**src/rtl/hrs_pkg.sv**
```systemverilog
// Shared widths, register indexes and pipeline payload types of the hue rotator.
package hrs_pkg;

  // Pixel channel width.
  localparam int PIX_W = 8;
  // Quotient width of the hue division (256 hue steps per turn).
  localparam int QUO_W = 8;
  // Sector position base*d+diff lies below 6*d, which needs PIX_W+3 bits.
  localparam int POS_W = PIX_W + 3;
  // Dividend is the position scaled by 128.
  localparam int NUM_W = POS_W + QUO_W - 1;
  // Divisor is 3*d.
  localparam int DEN_W = PIX_W + 2;

  // Configuration port geometry.
  localparam int CFG_AW = 3;
  localparam int CFG_DW = 32;

  // Register indexes, taken from paddr[2].
  localparam logic REG_HUE_OFFSET = 1'b0;
  localparam logic REG_SATURATION = 1'b1;

  typedef struct packed {
    logic [PIX_W-1:0] hue_offset;
    logic [PIX_W-1:0] saturation;
  } hrs_cfg_t;

  // Payload that travels through the divider stages.
  typedef struct packed {
    logic [NUM_W-1:0] rem;
    logic [DEN_W-1:0] denom;
    logic [QUO_W-1:0] quot;
    logic             gray;
    logic [PIX_W-1:0] red;
    logic [PIX_W-1:0] green;
    logic [PIX_W-1:0] blue;
  } hrs_div_t;

endpackage

```
**src/rtl/hrs_in_if.sv**
```systemverilog
// Input pixel channel: valid/ready handshake with the RGB payload.
interface hrs_in_if;
  logic                    valid;
  logic                    ready;
  logic [hrs_pkg::PIX_W-1:0] red_in;
  logic [hrs_pkg::PIX_W-1:0] green_in;
  logic [hrs_pkg::PIX_W-1:0] blue_in;

  modport source (output valid, output red_in, output green_in, output blue_in,
                  input ready);
  modport sink   (input valid, input red_in, input green_in, input blue_in,
                  output ready);
endinterface

```
**src/rtl/hrs_out_if.sv**
```systemverilog
// Result pixel channel: valid/ready handshake with the rotated RGB payload and gray flag.
interface hrs_out_if;
  logic                    valid;
  logic                    ready;
  logic [hrs_pkg::PIX_W-1:0] red_out;
  logic [hrs_pkg::PIX_W-1:0] green_out;
  logic [hrs_pkg::PIX_W-1:0] blue_out;
  logic                    passed_gray;

  modport source (output valid, output red_out, output green_out, output blue_out,
                  output passed_gray, input ready);
  modport sink   (input valid, input red_out, input green_out, input blue_out,
                  input passed_gray, output ready);
endinterface

```
**src/rtl/hrs_cfg.sv**
```systemverilog
// APB-style register file holding the hue offset and saturation.
module hrs_cfg (
  input  logic                        clk,
  input  logic                        rst_n,
  input  logic                        psel,
  input  logic                        penable,
  input  logic                        pwrite,
  input  logic [hrs_pkg::CFG_AW-1:0]  paddr,
  input  logic [hrs_pkg::CFG_DW-1:0]  pwdata,
  output logic [hrs_pkg::CFG_DW-1:0]  prdata,
  output logic                        pready,
  output hrs_pkg::hrs_cfg_t           cfg
);

  hrs_pkg::hrs_cfg_t cfg_r;
  logic              wr_en;
  logic              reg_idx;

  assign pready  = 1'b1;
  assign wr_en   = psel && penable && pwrite;
  assign reg_idx = paddr[2];

  always_ff @(posedge clk) begin
    if (!rst_n) begin
      cfg_r <= '0;
    end else if (wr_en) begin
      unique case (reg_idx)
        hrs_pkg::REG_HUE_OFFSET: cfg_r.hue_offset <= pwdata[hrs_pkg::PIX_W-1:0];
        hrs_pkg::REG_SATURATION: cfg_r.saturation <= pwdata[hrs_pkg::PIX_W-1:0];
        default: ;
      endcase
    end
  end

  always_comb begin
    prdata = '0;
    unique case (reg_idx)
      hrs_pkg::REG_HUE_OFFSET: prdata[hrs_pkg::PIX_W-1:0] = cfg_r.hue_offset;
      hrs_pkg::REG_SATURATION: prdata[hrs_pkg::PIX_W-1:0] = cfg_r.saturation;
      default: ;
    endcase
  end

  assign cfg = cfg_r;

endmodule

```
**src/rtl/hrs_front.sv**
```systemverilog
// First pipeline stage: max, min, chroma and the scaled sector position of a pixel.
module hrs_front (
  input  logic                       clk,
  input  logic                       rst_n,
  input  logic                       vld_i,
  output logic                       rdy_o,
  input  logic [hrs_pkg::PIX_W-1:0]  red_i,
  input  logic [hrs_pkg::PIX_W-1:0]  green_i,
  input  logic [hrs_pkg::PIX_W-1:0]  blue_i,
  output logic                       vld_o,
  input  logic                       rdy_i,
  output hrs_pkg::hrs_div_t          dat_o
);

  logic                      vld_r;
  hrs_pkg::hrs_div_t         dat_r;
  hrs_pkg::hrs_div_t         dat_nxt;
  logic                      red_max;
  logic                      green_max;
  logic [hrs_pkg::PIX_W-1:0] mx;
  logic [hrs_pkg::PIX_W-1:0] mn;
  logic [hrs_pkg::PIX_W-1:0] chroma;
  logic [hrs_pkg::POS_W-1:0] d_w;
  logic [hrs_pkg::POS_W-1:0] pos;

  always_comb begin
    // Ties go to red first, then green.
    red_max   = (red_i >= green_i) && (red_i >= blue_i);
    green_max = !red_max && (green_i >= blue_i);
    mx = red_max ? red_i : (green_max ? green_i : blue_i);
    if ((red_i <= green_i) && (red_i <= blue_i)) begin
      mn = red_i;
    end else if (green_i <= blue_i) begin
      mn = green_i;
    end else begin
      mn = blue_i;
    end
    chroma = mx - mn;
    d_w    = hrs_pkg::POS_W'(chroma);

    if (red_max) begin
      if (green_i >= blue_i) begin
        pos = hrs_pkg::POS_W'(green_i - blue_i);
      end else begin
        pos = (d_w << 2) + (d_w << 1) - hrs_pkg::POS_W'(blue_i - green_i);
      end
    end else if (green_max) begin
      pos = (d_w << 1) + hrs_pkg::POS_W'(blue_i) - hrs_pkg::POS_W'(red_i);
    end else begin
      pos = (d_w << 2) + hrs_pkg::POS_W'(red_i) - hrs_pkg::POS_W'(green_i);
    end

    dat_nxt.rem   = {pos, {(hrs_pkg::QUO_W-1){1'b0}}};
    dat_nxt.denom = (hrs_pkg::DEN_W'(chroma) << 1) + hrs_pkg::DEN_W'(chroma);
    dat_nxt.quot  = '0;
    dat_nxt.gray  = (mx == mn);
    dat_nxt.red   = red_i;
    dat_nxt.green = green_i;
    dat_nxt.blue  = blue_i;
  end

  assign rdy_o = !vld_r || rdy_i;

  always_ff @(posedge clk) begin
    if (!rst_n) begin
      vld_r <= 1'b0;
    end else if (rdy_o) begin
      vld_r <= vld_i;
    end
  end

  always_ff @(posedge clk) begin
    if (rdy_o && vld_i) begin
      dat_r <= dat_nxt;
    end
  end

  assign vld_o = vld_r;
  assign dat_o = dat_r;

endmodule

```
**src/rtl/hrs_div.sv**
```systemverilog
// Pipelined restoring divider: one hue quotient bit per register stage.
module hrs_div (
  input  logic               clk,
  input  logic               rst_n,
  input  logic               vld_i,
  output logic               rdy_o,
  input  hrs_pkg::hrs_div_t  dat_i,
  output logic               vld_o,
  input  logic               rdy_i,
  output hrs_pkg::hrs_div_t  dat_o
);

  logic [hrs_pkg::QUO_W:0] vld;
  logic [hrs_pkg::QUO_W:0] rdy;
  hrs_pkg::hrs_div_t       dat [hrs_pkg::QUO_W+1];

  assign vld[0]              = vld_i;
  assign dat[0]              = dat_i;
  assign rdy[hrs_pkg::QUO_W] = rdy_i;
  assign rdy_o               = rdy[0];

  for (genvar gv = 0; gv < hrs_pkg::QUO_W; gv++) begin : g_stage
    localparam int SH = hrs_pkg::QUO_W - 1 - gv;

    logic                      vld_r;
    hrs_pkg::hrs_div_t         dat_r;
    hrs_pkg::hrs_div_t         dat_nxt;
    logic [hrs_pkg::NUM_W-1:0] sub;
    logic                      fits;

    // The quotient is known to stay below 2**QUO_W, so the remainder
    // never needs a wider divisor than denom shifted by QUO_W-1.
    assign sub  = hrs_pkg::NUM_W'(dat[gv].denom) << SH;
    assign fits = dat[gv].rem >= sub;

    always_comb begin
      dat_nxt = dat[gv];
      if (fits) begin
        dat_nxt.rem      = dat[gv].rem - sub;
        dat_nxt.quot[SH] = 1'b1;
      end
    end

    assign rdy[gv] = !vld_r || rdy[gv+1];

    always_ff @(posedge clk) begin
      if (!rst_n) begin
        vld_r <= 1'b0;
      end else if (rdy[gv]) begin
        vld_r <= vld[gv];
      end
    end

    always_ff @(posedge clk) begin
      if (rdy[gv] && vld[gv]) begin
        dat_r <= dat_nxt;
      end
    end

    assign vld[gv+1] = vld_r;
    assign dat[gv+1] = dat_r;
  end

  assign vld_o = vld[hrs_pkg::QUO_W];
  assign dat_o = dat[hrs_pkg::QUO_W];

endmodule

```
**src/rtl/hrs_back.sv**
```systemverilog
// Back end: hue offset, HSV levels with two multipliers, sector mux and output register.
module hrs_back (
  input  logic                       clk,
  input  logic                       rst_n,
  input  hrs_pkg::hrs_cfg_t          cfg,
  input  logic                       vld_i,
  output logic                       rdy_o,
  input  hrs_pkg::hrs_div_t          dat_i,
  output logic                       vld_o,
  input  logic                       rdy_i,
  output logic [hrs_pkg::PIX_W-1:0]  red_o,
  output logic [hrs_pkg::PIX_W-1:0]  green_o,
  output logic [hrs_pkg::PIX_W-1:0]  blue_o,
  output logic                       gray_o
);

  typedef enum logic [2:0] {
    SEC_RED_YEL  = 3'd0,
    SEC_YEL_GRN  = 3'd1,
    SEC_GRN_CYN  = 3'd2,
    SEC_CYN_BLU  = 3'd3,
    SEC_BLU_MAG  = 3'd4,
    SEC_MAG_RED  = 3'd5
  } hrs_sector_t;

  typedef struct packed {
    logic [2:0]                sector;
    logic [hrs_pkg::PIX_W-1:0] pv;
    logic [hrs_pkg::PIX_W-1:0] qv;
    logic [hrs_pkg::PIX_W-1:0] tv;
    logic                      gray;
    logic [hrs_pkg::PIX_W-1:0] red;
    logic [hrs_pkg::PIX_W-1:0] green;
    logic [hrs_pkg::PIX_W-1:0] blue;
  } hrs_lvl_t;

  typedef struct packed {
    logic [hrs_pkg::PIX_W-1:0] red;
    logic [hrs_pkg::PIX_W-1:0] green;
    logic [hrs_pkg::PIX_W-1:0] blue;
    logic                      gray;
  } hrs_pix_t;

  localparam logic [hrs_pkg::PIX_W-1:0] FULL = '1;

  logic                        lvl_vld_r;
  hrs_lvl_t                    lvl_r;
  hrs_lvl_t                    lvl_nxt;
  logic                        out_vld_r;
  hrs_pix_t                    out_r;
  hrs_pix_t                    out_nxt;
  logic                        lvl_rdy;
  logic [hrs_pkg::QUO_W-1:0]   hue;
  logic [hrs_pkg::QUO_W-3:0]   hue6;
  logic [hrs_pkg::PIX_W-1:0]   h3;
  logic [hrs_pkg::PIX_W-1:0]   frac;
  logic [2*hrs_pkg::PIX_W-1:0] prod_f;
  logic [2*hrs_pkg::PIX_W-1:0] prod_t;

  // Level stage: rotated hue, sector and the p/q/t levels.
  always_comb begin
    hue    = dat_i.quot + cfg.hue_offset;
    hue6   = hue[hrs_pkg::QUO_W-1:2];
    h3     = hrs_pkg::PIX_W'(hue6) + hrs_pkg::PIX_W'({hue6, 1'b0});
    frac   = {h3[4:0], 3'b000};
    prod_f = cfg.saturation * frac;
    prod_t = cfg.saturation * (FULL - frac);

    lvl_nxt.sector = h3[7:5];
    lvl_nxt.pv     = ~cfg.saturation;
    lvl_nxt.qv     = ~prod_f[2*hrs_pkg::PIX_W-1:hrs_pkg::PIX_W];
    lvl_nxt.tv     = ~prod_t[2*hrs_pkg::PIX_W-1:hrs_pkg::PIX_W];
    lvl_nxt.gray   = dat_i.gray;
    lvl_nxt.red    = dat_i.red;
    lvl_nxt.green  = dat_i.green;
    lvl_nxt.blue   = dat_i.blue;
  end

  // Output stage: channel assignment per sector, gray pixels pass unchanged.
  always_comb begin
    out_nxt.gray = lvl_r.gray;
    if (lvl_r.gray) begin
      out_nxt.red   = lvl_r.red;
      out_nxt.green = lvl_r.green;
      out_nxt.blue  = lvl_r.blue;
    end else begin
      unique case (hrs_sector_t'(lvl_r.sector))
        SEC_RED_YEL: begin
          out_nxt.red = FULL;     out_nxt.green = lvl_r.tv; out_nxt.blue = lvl_r.pv;
        end
        SEC_YEL_GRN: begin
          out_nxt.red = lvl_r.qv; out_nxt.green = FULL;     out_nxt.blue = lvl_r.pv;
        end
        SEC_GRN_CYN: begin
          out_nxt.red = lvl_r.pv; out_nxt.green = FULL;     out_nxt.blue = lvl_r.tv;
        end
        SEC_CYN_BLU: begin
          out_nxt.red = lvl_r.pv; out_nxt.green = lvl_r.qv; out_nxt.blue = FULL;
        end
        SEC_BLU_MAG: begin
          out_nxt.red = lvl_r.tv; out_nxt.green = lvl_r.pv; out_nxt.blue = FULL;
        end
        default: begin
          out_nxt.red = FULL;     out_nxt.green = lvl_r.pv; out_nxt.blue = lvl_r.qv;
        end
      endcase
    end
  end

  assign lvl_rdy = !out_vld_r || rdy_i;
  assign rdy_o   = !lvl_vld_r || lvl_rdy;

  always_ff @(posedge clk) begin
    if (!rst_n) begin
      lvl_vld_r <= 1'b0;
      out_vld_r <= 1'b0;
    end else begin
      if (rdy_o) begin
        lvl_vld_r <= vld_i;
      end
      if (lvl_rdy) begin
        out_vld_r <= lvl_vld_r;
      end
    end
  end

  always_ff @(posedge clk) begin
    if (rdy_o && vld_i) begin
      lvl_r <= lvl_nxt;
    end
    if (lvl_rdy && lvl_vld_r) begin
      out_r <= out_nxt;
    end
  end

  assign vld_o   = out_vld_r;
  assign red_o   = out_r.red;
  assign green_o = out_r.green;
  assign blue_o  = out_r.blue;
  assign gray_o  = out_r.gray;

endmodule

```
**src/rtl/rgb_hue_rotate_saturate_core.sv**
```systemverilog
// Top level of the RGB hue rotator with saturation control.
//
// Each 8-bit RGB pixel comes back with its hue turned by hue_offset (256
// steps per full turn) and rebuilt at full value with the programmed
// saturation; a gray pixel (all channels equal) comes back unchanged with
// passed_gray set. The block takes one pixel per clock while the output
// side is not stalled and holds eleven beats in flight: one stage finds
// max, min and the sector position, eight stages run the exact hue
// division one quotient bit each, one stage adds the offset and forms the
// HSV levels with two 8x8 multipliers, and the last stage is the output
// register. Each stage has its own valid bit and moves whenever the next
// stage is empty or moving, so empty slots close up during an output stall
// and the input keeps accepting until the pipeline is truly full. Registers
// sit at byte address 0 (hue_offset) and 4 (saturation), low 8 bits of the
// data; write them only while no pixel is in flight.
module rgb_hue_rotate_saturate_core (
  input  logic                        clk,
  input  logic                        rst_n,
  hrs_in_if.sink                      in_px,
  hrs_out_if.source                   out_px,
  input  logic                        cfg_psel,
  input  logic                        cfg_penable,
  input  logic                        cfg_pwrite,
  input  logic [hrs_pkg::CFG_AW-1:0]  cfg_paddr,
  input  logic [hrs_pkg::CFG_DW-1:0]  cfg_pwdata,
  output logic [hrs_pkg::CFG_DW-1:0]  cfg_prdata,
  output logic                        cfg_pready
);

  hrs_pkg::hrs_cfg_t cfg;
  logic              front_vld;
  logic              front_rdy;
  hrs_pkg::hrs_div_t front_dat;
  logic              div_vld;
  logic              div_rdy;
  hrs_pkg::hrs_div_t div_dat;

  hrs_cfg u_cfg (
    .clk     (clk),
    .rst_n   (rst_n),
    .psel    (cfg_psel),
    .penable (cfg_penable),
    .pwrite  (cfg_pwrite),
    .paddr   (cfg_paddr),
    .pwdata  (cfg_pwdata),
    .prdata  (cfg_prdata),
    .pready  (cfg_pready),
    .cfg     (cfg)
  );

  // Max/min and the scaled sector position, ready for division by 3*d.
  hrs_front u_front (
    .clk     (clk),
    .rst_n   (rst_n),
    .vld_i   (in_px.valid),
    .rdy_o   (in_px.ready),
    .red_i   (in_px.red_in),
    .green_i (in_px.green_in),
    .blue_i  (in_px.blue_in),
    .vld_o   (front_vld),
    .rdy_i   (front_rdy),
    .dat_o   (front_dat)
  );

  // Exact integer hue: floor(128*pos / (3*d)), always below 256.
  hrs_div u_div (
    .clk   (clk),
    .rst_n (rst_n),
    .vld_i (front_vld),
    .rdy_o (front_rdy),
    .dat_i (front_dat),
    .vld_o (div_vld),
    .rdy_i (div_rdy),
    .dat_o (div_dat)
  );

  // Offset, HSV levels, per-sector channel assignment and output register.
  hrs_back u_back (
    .clk     (clk),
    .rst_n   (rst_n),
    .cfg     (cfg),
    .vld_i   (div_vld),
    .rdy_o   (div_rdy),
    .dat_i   (div_dat),
    .vld_o   (out_px.valid),
    .rdy_i   (out_px.ready),
    .red_o   (out_px.red_out),
    .green_o (out_px.green_out),
    .blue_o  (out_px.blue_out),
    .gray_o  (out_px.passed_gray)
  );

endmodule

```
**src/flat_wrapper.sv**
```systemverilog
// flat-port wrapper written by rule: the top's interface ports become plain ports
module rgb_hue_rotate_saturate_core_flat 
  (clk, rst_n, cfg_psel, cfg_penable, cfg_pwrite, cfg_paddr, cfg_pwdata, cfg_prdata, cfg_pready, in_px_valid, in_px_red_in, in_px_green_in, in_px_blue_in, in_px_ready, out_px_valid, out_px_red_out, out_px_green_out, out_px_blue_out, out_px_passed_gray, out_px_ready);
  hrs_in_if in_px_i ();
  hrs_out_if out_px_i ();
  input  logic clk;
  input  logic rst_n;
  input  logic cfg_psel;
  input  logic cfg_penable;
  input  logic cfg_pwrite;
  input  logic [hrs_pkg::CFG_AW-1:0] cfg_paddr;
  input  logic [hrs_pkg::CFG_DW-1:0] cfg_pwdata;
  output logic [hrs_pkg::CFG_DW-1:0] cfg_prdata;
  output logic cfg_pready;
  input wire logic [$bits(in_px_i.valid)-1:0] in_px_valid;
  input wire logic [$bits(in_px_i.red_in)-1:0] in_px_red_in;
  input wire logic [$bits(in_px_i.green_in)-1:0] in_px_green_in;
  input wire logic [$bits(in_px_i.blue_in)-1:0] in_px_blue_in;
  output wire logic [$bits(in_px_i.ready)-1:0] in_px_ready;
  output wire logic [$bits(out_px_i.valid)-1:0] out_px_valid;
  output wire logic [$bits(out_px_i.red_out)-1:0] out_px_red_out;
  output wire logic [$bits(out_px_i.green_out)-1:0] out_px_green_out;
  output wire logic [$bits(out_px_i.blue_out)-1:0] out_px_blue_out;
  output wire logic [$bits(out_px_i.passed_gray)-1:0] out_px_passed_gray;
  input wire logic [$bits(out_px_i.ready)-1:0] out_px_ready;
  assign in_px_i.valid = in_px_valid;
  assign in_px_i.red_in = in_px_red_in;
  assign in_px_i.green_in = in_px_green_in;
  assign in_px_i.blue_in = in_px_blue_in;
  assign in_px_ready = in_px_i.ready;
  assign out_px_valid = out_px_i.valid;
  assign out_px_red_out = out_px_i.red_out;
  assign out_px_green_out = out_px_i.green_out;
  assign out_px_blue_out = out_px_i.blue_out;
  assign out_px_passed_gray = out_px_i.passed_gray;
  assign out_px_i.ready = out_px_ready;
  rgb_hue_rotate_saturate_core u_core (.clk(clk), .rst_n(rst_n), .in_px(in_px_i), .out_px(out_px_i), .cfg_psel(cfg_psel), .cfg_penable(cfg_penable), .cfg_pwrite(cfg_pwrite), .cfg_paddr(cfg_paddr), .cfg_pwdata(cfg_pwdata), .cfg_prdata(cfg_prdata), .cfg_pready(cfg_pready));
endmodule
```
**config.mk**
```make
export PLATFORM = sky130hd
export DESIGN_NAME = rgb_hue_rotate_saturate_core_flat
export DESIGN_NICKNAME = d
export VERILOG_FILES = /design/src/rtl/hrs_pkg.sv /design/src/rtl/hrs_in_if.sv /design/src/rtl/hrs_out_if.sv /design/src/rtl/hrs_cfg.sv /design/src/rtl/hrs_front.sv /design/src/rtl/hrs_div.sv /design/src/rtl/hrs_back.sv /design/src/rtl/rgb_hue_rotate_saturate_core.sv /design/src/flat_wrapper.sv
export SDC_FILE = /design/constraint.sdc
export NUM_CORES = 1
export LEC_CHECK = 0
export BUFFER_PORTS_ARGS = -buffer_cell sky130_fd_sc_hd__buf_2
export CAP_MARGIN = 10
export CORE_ASPECT_RATIO = 0.7
export CORE_MARGIN = 2
export CORE_UTILIZATION = 50
export CTS_CLUSTER_SIZE = 20
export DETAILED_ROUTE_END_ITERATION = 16
export PLACE_DENSITY = 0.77
export SYNTH_ARGS = -nofsm -noshare
export SYNTH_HDL_FRONTEND = slang
export SYNTH_SLANG_ARGS = --single-unit
```
**constraint.sdc**
```tcl
create_clock -name clk -period 11.31 [get_ports clk]
set_input_delay 2.8275 -clock clk [delete_from_list [all_inputs] [get_ports clk]]
set_output_delay 2.8275 -clock clk [all_outputs]
set_load 0.01 [all_outputs]
```
==> results of run 1 <==
-- cells in the final DEF (no fill, tap or decap), types with 36 or more instances in the layout --
master     count
xnor2_1       70
xor2_1        50
a21o_1        37
nor2_1       169
buf_2         74
clkbuf_16     51
edfxtp_1     527
nor2b_1       52
ha_1         224
o21ai_0      111
fa_1          86
a21oi_1      150
nor3_1        36
inv_1        301
nand2_1      165
-- synth_stat cells, types with 35 or more instances --
| cell type | instances |
|---|---|
| a21o_1 | 37 |
| a21oi_1 | 150 |
| clkbuf_1 | 49 |
| edfxtp_1 | 527 |
| fa_1 | 86 |
| ha_1 | 224 |
| inv_1 | 301 |
| nand2_1 | 165 |
| nand2b_1 | 35 |
| nor2_1 | 169 |
| nor2b_1 | 58 |
| nor3_1 | 38 |
| o21ai_0 | 111 |
| xnor2_1 | 70 |
| xor2_1 | 50 |
-- worst max-delay path, delay by kind of cell --
kind            cells  cell delay (ns)
simple gates        4             0.94
buf+inv             3             0.82
fa+ha+maj           5             1.99
xor+xnor            1             0.22
mux                 1             0.27
compound gates     10             2.60
-- metrics by stage --
| stage | setup slack, ns | cells |
|---|---|---|
| after detailed placement | 1.523 | 3312 |
| final | 2.043 | 3409 |
| after global routing | 1.692 | 3409 |
| after global placement | 1.631 | 3312 |
| after CTS | 2.133 | 3408 |
| after floorplan | 2.359 | 2501 |
-- report_power, final --
| part | leakage (nW) | switching [mW] | internal [mW] |
|---|---|---|---|
| sequential | 4.87 | 0.0554 | 2.40 |
| clock | 0.899 | 0.761 | 1.09 |
| combinational | 7.20 | 1.22 | 0.907 |
-- worst paths after layout --
path / start / to / slack [ns] / depth (start not counted)
worst min-delay path: u_core.u_div.dat[76]$_DFFE_PP_ / u_core.u_div.dat_o[15]$_DFFE_PP_ / 0.39 / 0
worst max register to register: u_core.u_div.dat_o[26]$_DFFE_PP_ / u_core.u_back.lvl_r[31]$_DFFE_PP_ / 3.53 / 23
worst max-delay path: in_px_blue_in[1] / u_core.u_front.dat_o[60]$_DFFE_PP_ / 2.04 / 24
worst min register to register: u_core.u_div.dat[76]$_DFFE_PP_ / u_core.u_div.dat_o[15]$_DFFE_PP_ / 0.39 / 0
-- area by class of cell --
cell class | instances | area [um2] | share of cell area
flip-flops and latches | 554 | 16370 | 0.4974
well taps | 798 | 998.5 | 0.03034
repair buffers | 94 | 520.5 | 0.01582
inverters | 303 | 1137 | 0.03457
multi-input cells | 1564 | 12060 | 0.3665
clock inverters | 36 | 441.7 | 0.01342
clock buffers | 60 | 1380 | 0.04194
-- logic make-up after synthesis --
logic type / after synthesis / share of synthesized area
multiplexers: 34 / 0.01249
AND/OR/NAND/NOR: 594 / 0.09534
buffers and inverters: 383 / 0.05164
AO/OA/AOI/OAI: 479 / 0.1017
other: 2 / 0.0002524
XOR/XNOR: 121 / 0.03608
flip-flops: 554 / 0.5501
adder cells (fa/ha/maj): 311 / 0.1524
-- registers in the layout (all words and copies together) (netlist names), 7 cells and up --
register	count
u_core.u_back.blue_o	8
u_core.u_back.green_o	8
u_core.u_back.lvl_r	52
u_core.u_back.red_o	8
u_core.u_cfg.cfg	16
u_core.u_div.dat	371
u_core.u_div.dat_o	33
u_core.u_div.g_stage.vld_r	7
u_core.u_front.dat_o	46
-- per-layer routing --
metal  vias to the layer above  share of wire  global-route usage  wire (um)
li1                       8892              -                   -          -
met2                       651           0.47              0.3164      28200
met4                         0          0.018             0.04341       1089
met3                       113          0.059             0.03012       3532
met1                      9077           0.45              0.2764      26790
met5                         -              0                   0          0
==> run metrics, run 1 <==
Primary FF master, synth=edfxtp_1; top cell type's share of synthesized area=0.5319; critical path class=in2reg; GRT Util Overall=0.1945; synth warn=0; syn_area_per_cell=12.01 um2; Async SR Flop Fraction=0; number of buffers added on ports=74; final setup fails=0; most frequent CP cell=a21oi_1; vias in the first global route=18,490; Slew HR=0.2833; via count=18,730; DIE WIDTH=295.6 um; initial antenna violation count=0; TNS Setup=0 ns; Synth area leader=edfxtp_1; # DRC=0; status=finished, final reports clean; Fmax achieved=0.1079 GHz; CP Launch Type=primary input; # Post-CTS Setup Buffers=0; Final Max Tran Viols=0; DRT Pass-1 Iters=6; Util after Layout=0.5614; Layout Nets=2,944; Synth Cell Area=0.02975 mm2; final instance area=0.03290 mm2; Die Span Y=208.1 um; CTS tree=done; maximum vdd drop=0.0001846 V; post_cts resized=0; diode count=0; ranking of synthesized cells by area=edfxtp_1 (53%), ha_1 (9.4%), fa_1 (5.8%), inv_1 (3.8%), a21oi_1 (2.5%); number of H-tree levels=2; Worst EP required=11.73 ns; EDFF count, synth=527; dpl hpwl=42,940 um; FP Rows=74; Max stage delay on crit path=0.77 ns; sequential area share after synthesis=0.5501; vias per inst=5.495; Final Cycle Share=0.8194; # hold bufs at CTS=0; Synth Instances=2,478; synthesized flop and latch total=554; Max-Cap Viols=0; DRT Wirelength=59,610 um; Clk Latency, worst-skew pair=0.60 ns; Hold Crit Class=reg2reg; Num CTS Buffers=51; initial core utilization=0.5076; Worst-Margin Slew=1.069 ns; fraction of layout cells with a size suffix above 1=0.09115; gr ovfl total=0; Worst-path clk slew=0.06 ns; post-synthesis cell type count=79; clock buffer depth=3; leakage power figure=12.97 nW; power per cell area=195.6 mW/mm2; largest net degree at the start of global routing=53; Core ar.=0.05861 mm2; Iter 0 DRT Violations=1,734; global-route wire length before repair=96,100 um; GPL Wtd Cong=0.9200; RSZ-0062 raised after global routing=no; crit path cell chain=buf_2, inv_1, ha_1, nor2b_1, o31a_1, o31a_1, nor3b_4, buf_4, nor2_1, a21oi_1, a21oi_1, ha_1, nor2b_1, o31a_1, a21oi_1, fa_1, ha_1, a21o_1, a21o_1, maj3_1, a21oi_1, xnor3_1, mux2_2, a22oi_1; ANT nets after route=0; Final Power=6.437 mW; Cell Area, Placed=0.03107 mm2; clock root cell=clkbuf_16; Area Growth Syn to Fin=10.60%; post-route minimum period=9.267 ns; clock skew=0.02910 ns; fillers=4,601; Worst path slowest cell=a21oi_1; crit path max fanout=40; Routed wire per std cell=17.49 um; hold slack=0.3939 ns; Worst EP arrival=9.69 ns; Fin. Hold Viols=0; Clock Sinks=554; IO Pins=126; crit path capture type=flip-flop; die footprint=0.06150 mm2
(Power assumes the default switching activity.)
==> run 2: changes to the inputs <==
--- a/config.mk
+++ b/config.mk
@@ -5,6 +5,7 @@
 export SDC_FILE = /design/constraint.sdc
 export NUM_CORES = 1
 export LEC_CHECK = 0
+export ABC_AREA = 1
 export BUFFER_PORTS_ARGS = -buffer_cell sky130_fd_sc_hd__buf_2
 export CAP_MARGIN = 10
 export CORE_ASPECT_RATIO = 0.7
==> constraint.sdc (replaced) <==
create_clock -name clk -period 9.1 [get_ports clk]
set_input_delay 2.275 -clock clk [delete_from_list [all_inputs] [get_ports clk]]
set_output_delay 2.275 -clock clk [all_outputs]
set_load 0.01 [all_outputs]
==> run 2 against run 1 <==
Compared with the run above: sequential share of layout area is 0.57 points lower; largest cell class unchanged; non-clock buffer count decreased by 2; critical path type unchanged; hold slack gained 0.018 ns.
==> run metrics, run 2 <==
status=finished, final reports clean; final instance area=0.03329 mm2 (+1.2%); Die Span Y=210.1 um (+0.99%); Max-Cap Viols=0 (unchanged); clock root cell=clkbuf_16; post-synthesis adder-cell area fraction=0.1491 (-0.003358); post-synthesis xor/xnor area fraction=0.03751 (+0.001427); dpl hpwl=43,300 um (+0.84%); # hold bufs at CTS=0 (unchanged); commonest non-fill, non-tap cell in the layout=edfxtp_1; top cells by count, synth=edfxtp_1 (527), nand2_1 (449), inv_1 (442), ha_1 (224), a21oi_1 (177); clock share of power=0.266 (-0.021); global-route wire length before repair=94,950 um (-1.2%); Slew HR=0.2411 (-0.04220); Worst EP arrival=7.93 ns (-1.76 ns); Compound-Gate Fraction of Synth Area=0.08916 (-0.01253); Pint=5.340 mW (+21%); maximum vdd drop=0.0001829 V (-0.92%); post-route minimum period=7.602 ns; ranking of synthesized cells by area=edfxtp_1 (52%), ha_1 (9.2%), fa_1 (5.7%), nand2_1 (5.6%), inv_1 (5.5%); synthesized flop and latch total=554 (unchanged); mux cell area share after synthesis=0 (-0.01249); most frequent cells in the layout=edfxtp_1 (527), nand2_1 (449), inv_1 (437), ha_1 (224), a21oi_1 (175); FP Rows=75 (+1.4%); placed cell count=3,648 (+10%); M2 GR Usage=0.2970 (-0.01943); largest net degree at the start of global routing=60 (+13%); RSZ-0062 raised after global routing=no; fillers=4,894 (+6.4%); reg-to-reg slack, setup=2.23 ns (-1.30 ns); met3 Track Usage GR=0.03979 (+0.009661); IO Pins=126 (unchanged); top cell type's share of synthesized area=0.5214 (-0.01057); Post-Place Setup Slack=0.9976 ns (-0.5254 ns); NetSw=2.670 mW (+31%); power per cell area=240.6 mW/mm2 (+23%); Worst-Margin Slew=1.138 ns (+0.06912 ns); Async SR Flop Fraction=0 (unchanged); # DRC=0 (unchanged); Synth Instances=2,791 (+13%); Hold Crit Class=reg2reg; final worst slack=1.498 ns (-0.5452 ns); Primary FF master, synth=edfxtp_1; CP Launch Type=primary input; met1 Use GR=0.2658 (-0.01064); Num CTS Buffers=50 (-2.0%); post-route insts no fill=3,740 (+9.7%); final setup fails=0 (unchanged); switch share=0.3333 (+0.01644); post_cts resized=0 (unchanged); EDFF count, synth=527 (unchanged); Area Growth Syn to Fin=9.666%; Seq pwr share=0.387 (+0.005); syn_area_per_cell=10.88 um2 (-9.4%); ANT nets after route=0 (unchanged); critical path class=in2reg; Core ar.=0.05996 mm2 (+2.3%); clock buffer depth=3 (unchanged); leakage power figure=13.89 nW (+7.1%); CTS tree=done; via count=19,280 (+2.9%); vias in the first global route=18,690 (+1.1%); max reg flops=371 (unchanged); Fmax achieved=0.1315 GHz; TNS Setup=0 ns (unchanged); fraction of layout cells with a size suffix above 1=0.09420 (+0.003045); Final Cycle Share=0.8354; Routed wire per std cell=15.45 um (-12%); Worst-path clk slew=0.07 ns (about the same); synth warn=0 (unchanged); clock skew=0.02079 ns (-0.008305 ns); Top Usage Layer GRT=met2; Worst EP required=9.43 ns (-2.30 ns); Synth area leader=edfxtp_1; initial antenna violation count=3 (+3); count leader, synth=edfxtp_1; Layout Nets=3,268 (+11%); number of H-tree levels=2 (unchanged); Clock Sinks=554 (unchanged); DRT Wirelength=57,790 um (-3.1%); DIE WIDTH=298.5 um (+0.99%); Final Max Tran Viols=0 (unchanged); post-synthesis cell type count=64 (-19%); number of buffers added on ports=74 (unchanged); Clk Latency, worst-skew pair=0.58 ns (-0.02 ns); GPL Wtd Cong=0.9353 (+1.7%); crit path max fanout=14 (-65%); GRT Util Overall=0.1870 (-0.007558); Iter 0 DRT Violations=1,641 (-5.4%); Cell Area, Placed=0.03160 mm2 (+1.7%); Max stage delay on crit path=0.46 ns (-0.31 ns); Synth Cell Area=0.03035 mm2 (+2.0%); crit path capture type=flip-flop; gr ovfl total=0 (unchanged); # Post-CTS Setup Buffers=0 (unchanged); share of power burned in combinational logic=0.348 (+0.017); vias per inst=5.154 (-6.2%); initial core utilization=0.5062 (-0.001414); sequential area share after synthesis=0.5392 (-0.01093); largest family of logic cells by synthesized area=adder cells; DRT Pass-1 Iters=8 (+2); die footprint=0.06273 mm2 (+2.0%); Fin. Hold Viols=0 (unchanged); most frequent CP cell=nand2_1; Worst path slowest cell=fa_1; Final Power=8.010 mW (+24%); Synth Area in Simple Gates=0.1147 (+0.01933)
==> run 2: cell types whose count changed in the layout (fill, tap and decap cells not counted), sizes merged, moves of 19 or more <==
cell | before | now
nor2 | 169 | 190
o21a | 26 | 1
nor2b | 58 | 0
nand3 | 30 | 84
nand2 | 165 | 471
a211oi | 22 | 3
o21ai | 113 | 172
a21boi | 32 | 0
inv | 308 | 459
and2 | 24 | 1
a21oi | 150 | 185
mux2 | 25 | 0
nand2b | 35 | 0
nor3 | 38 | 15
==> run 2: through the flow <==
stage	utilization	hold WS, ns
after detailed placement	0.5271	0.4045
after floorplan	-	0.4003
after global placement	0.5271	0.4005
after CTS	0.5551	0.4143
after global routing	0.5551	0.4158
final	0.5551	0.4119
==> run 2: final timing paths <==
kind / cells after the start / startpoint / endpoint
max reg2reg: 24 / u_core.u_div.dat_o[26]$_DFFE_PP_ / u_core.u_back.lvl_r[31]$_DFFE_PP_
max: 32 / in_px_blue_in[7] / u_core.u_front.dat_o[59]$_DFFE_PP_
min: 0 / u_core.u_div.dat_o[7]$_DFFE_PP_ / u_core.u_back.lvl_r[7]$_DFFE_PP_
min reg2reg: 0 / u_core.u_div.dat_o[7]$_DFFE_PP_ / u_core.u_back.lvl_r[7]$_DFFE_PP_
==> run 2: cell families (layout without fill, tap and decap cells) <==
logic type | after synthesis | after routing
XOR/XNOR | 127 | 127
other | 2 | 27
buffers and inverters | 529 | 645
AND/OR/NAND/NOR | 806 | 806
AO/OA/AOI/OAI | 463 | 463
adder cells (fa/ha/maj) | 310 | 310
flip-flops | 554 | 554
==> run 2: final cells by class <==
class / count / area (um2) / share of cell area
repair buffers: 92 / 505.5 / 0.01519
multi-input cells: 1731 / 11980 / 0.3600
flip-flops and latches: 554 / 16370 / 0.4916
inverters: 463 / 1738 / 0.05221
diodes: 2 / 5.005 / 0.0001503
clock buffers: 55 / 1270 / 0.03815
well taps: 808 / 1011 / 0.03037
clock inverters: 35 / 409.1 / 0.01229
==> run 2: routing by layer <==
layer	routed length, um	vias up
met3	4142	105
met1	26610	9005
met4	1122	2
met2	25910	574
met5	12	-
li1	-	9591
==> run 2: critical path, delay by kind of cell <==
family          cells  cell delay [ns]
buf+inv             6             0.96
simple gates       14             1.79
xor+xnor            1             0.26
compound gates      7             1.14
fa+ha+maj           4             1.48
==> run 2: power by group through the flow <==
| stage | Clock, mW | Combinational [mW] | Sequential, mW |
|---|---|---|---|
| floorplan | 0 | 2.16 | 3.11 |
| global route | 2.27 | 3.17 | 3.11 |
| finish | 2.13 | 2.78 | 3.10 |
| global placement | 0 | 2.66 | 3.15 |
| CTS | 2.18 | 2.76 | 3.10 |
| detailed placement | 0 | 2.73 | 3.15 |
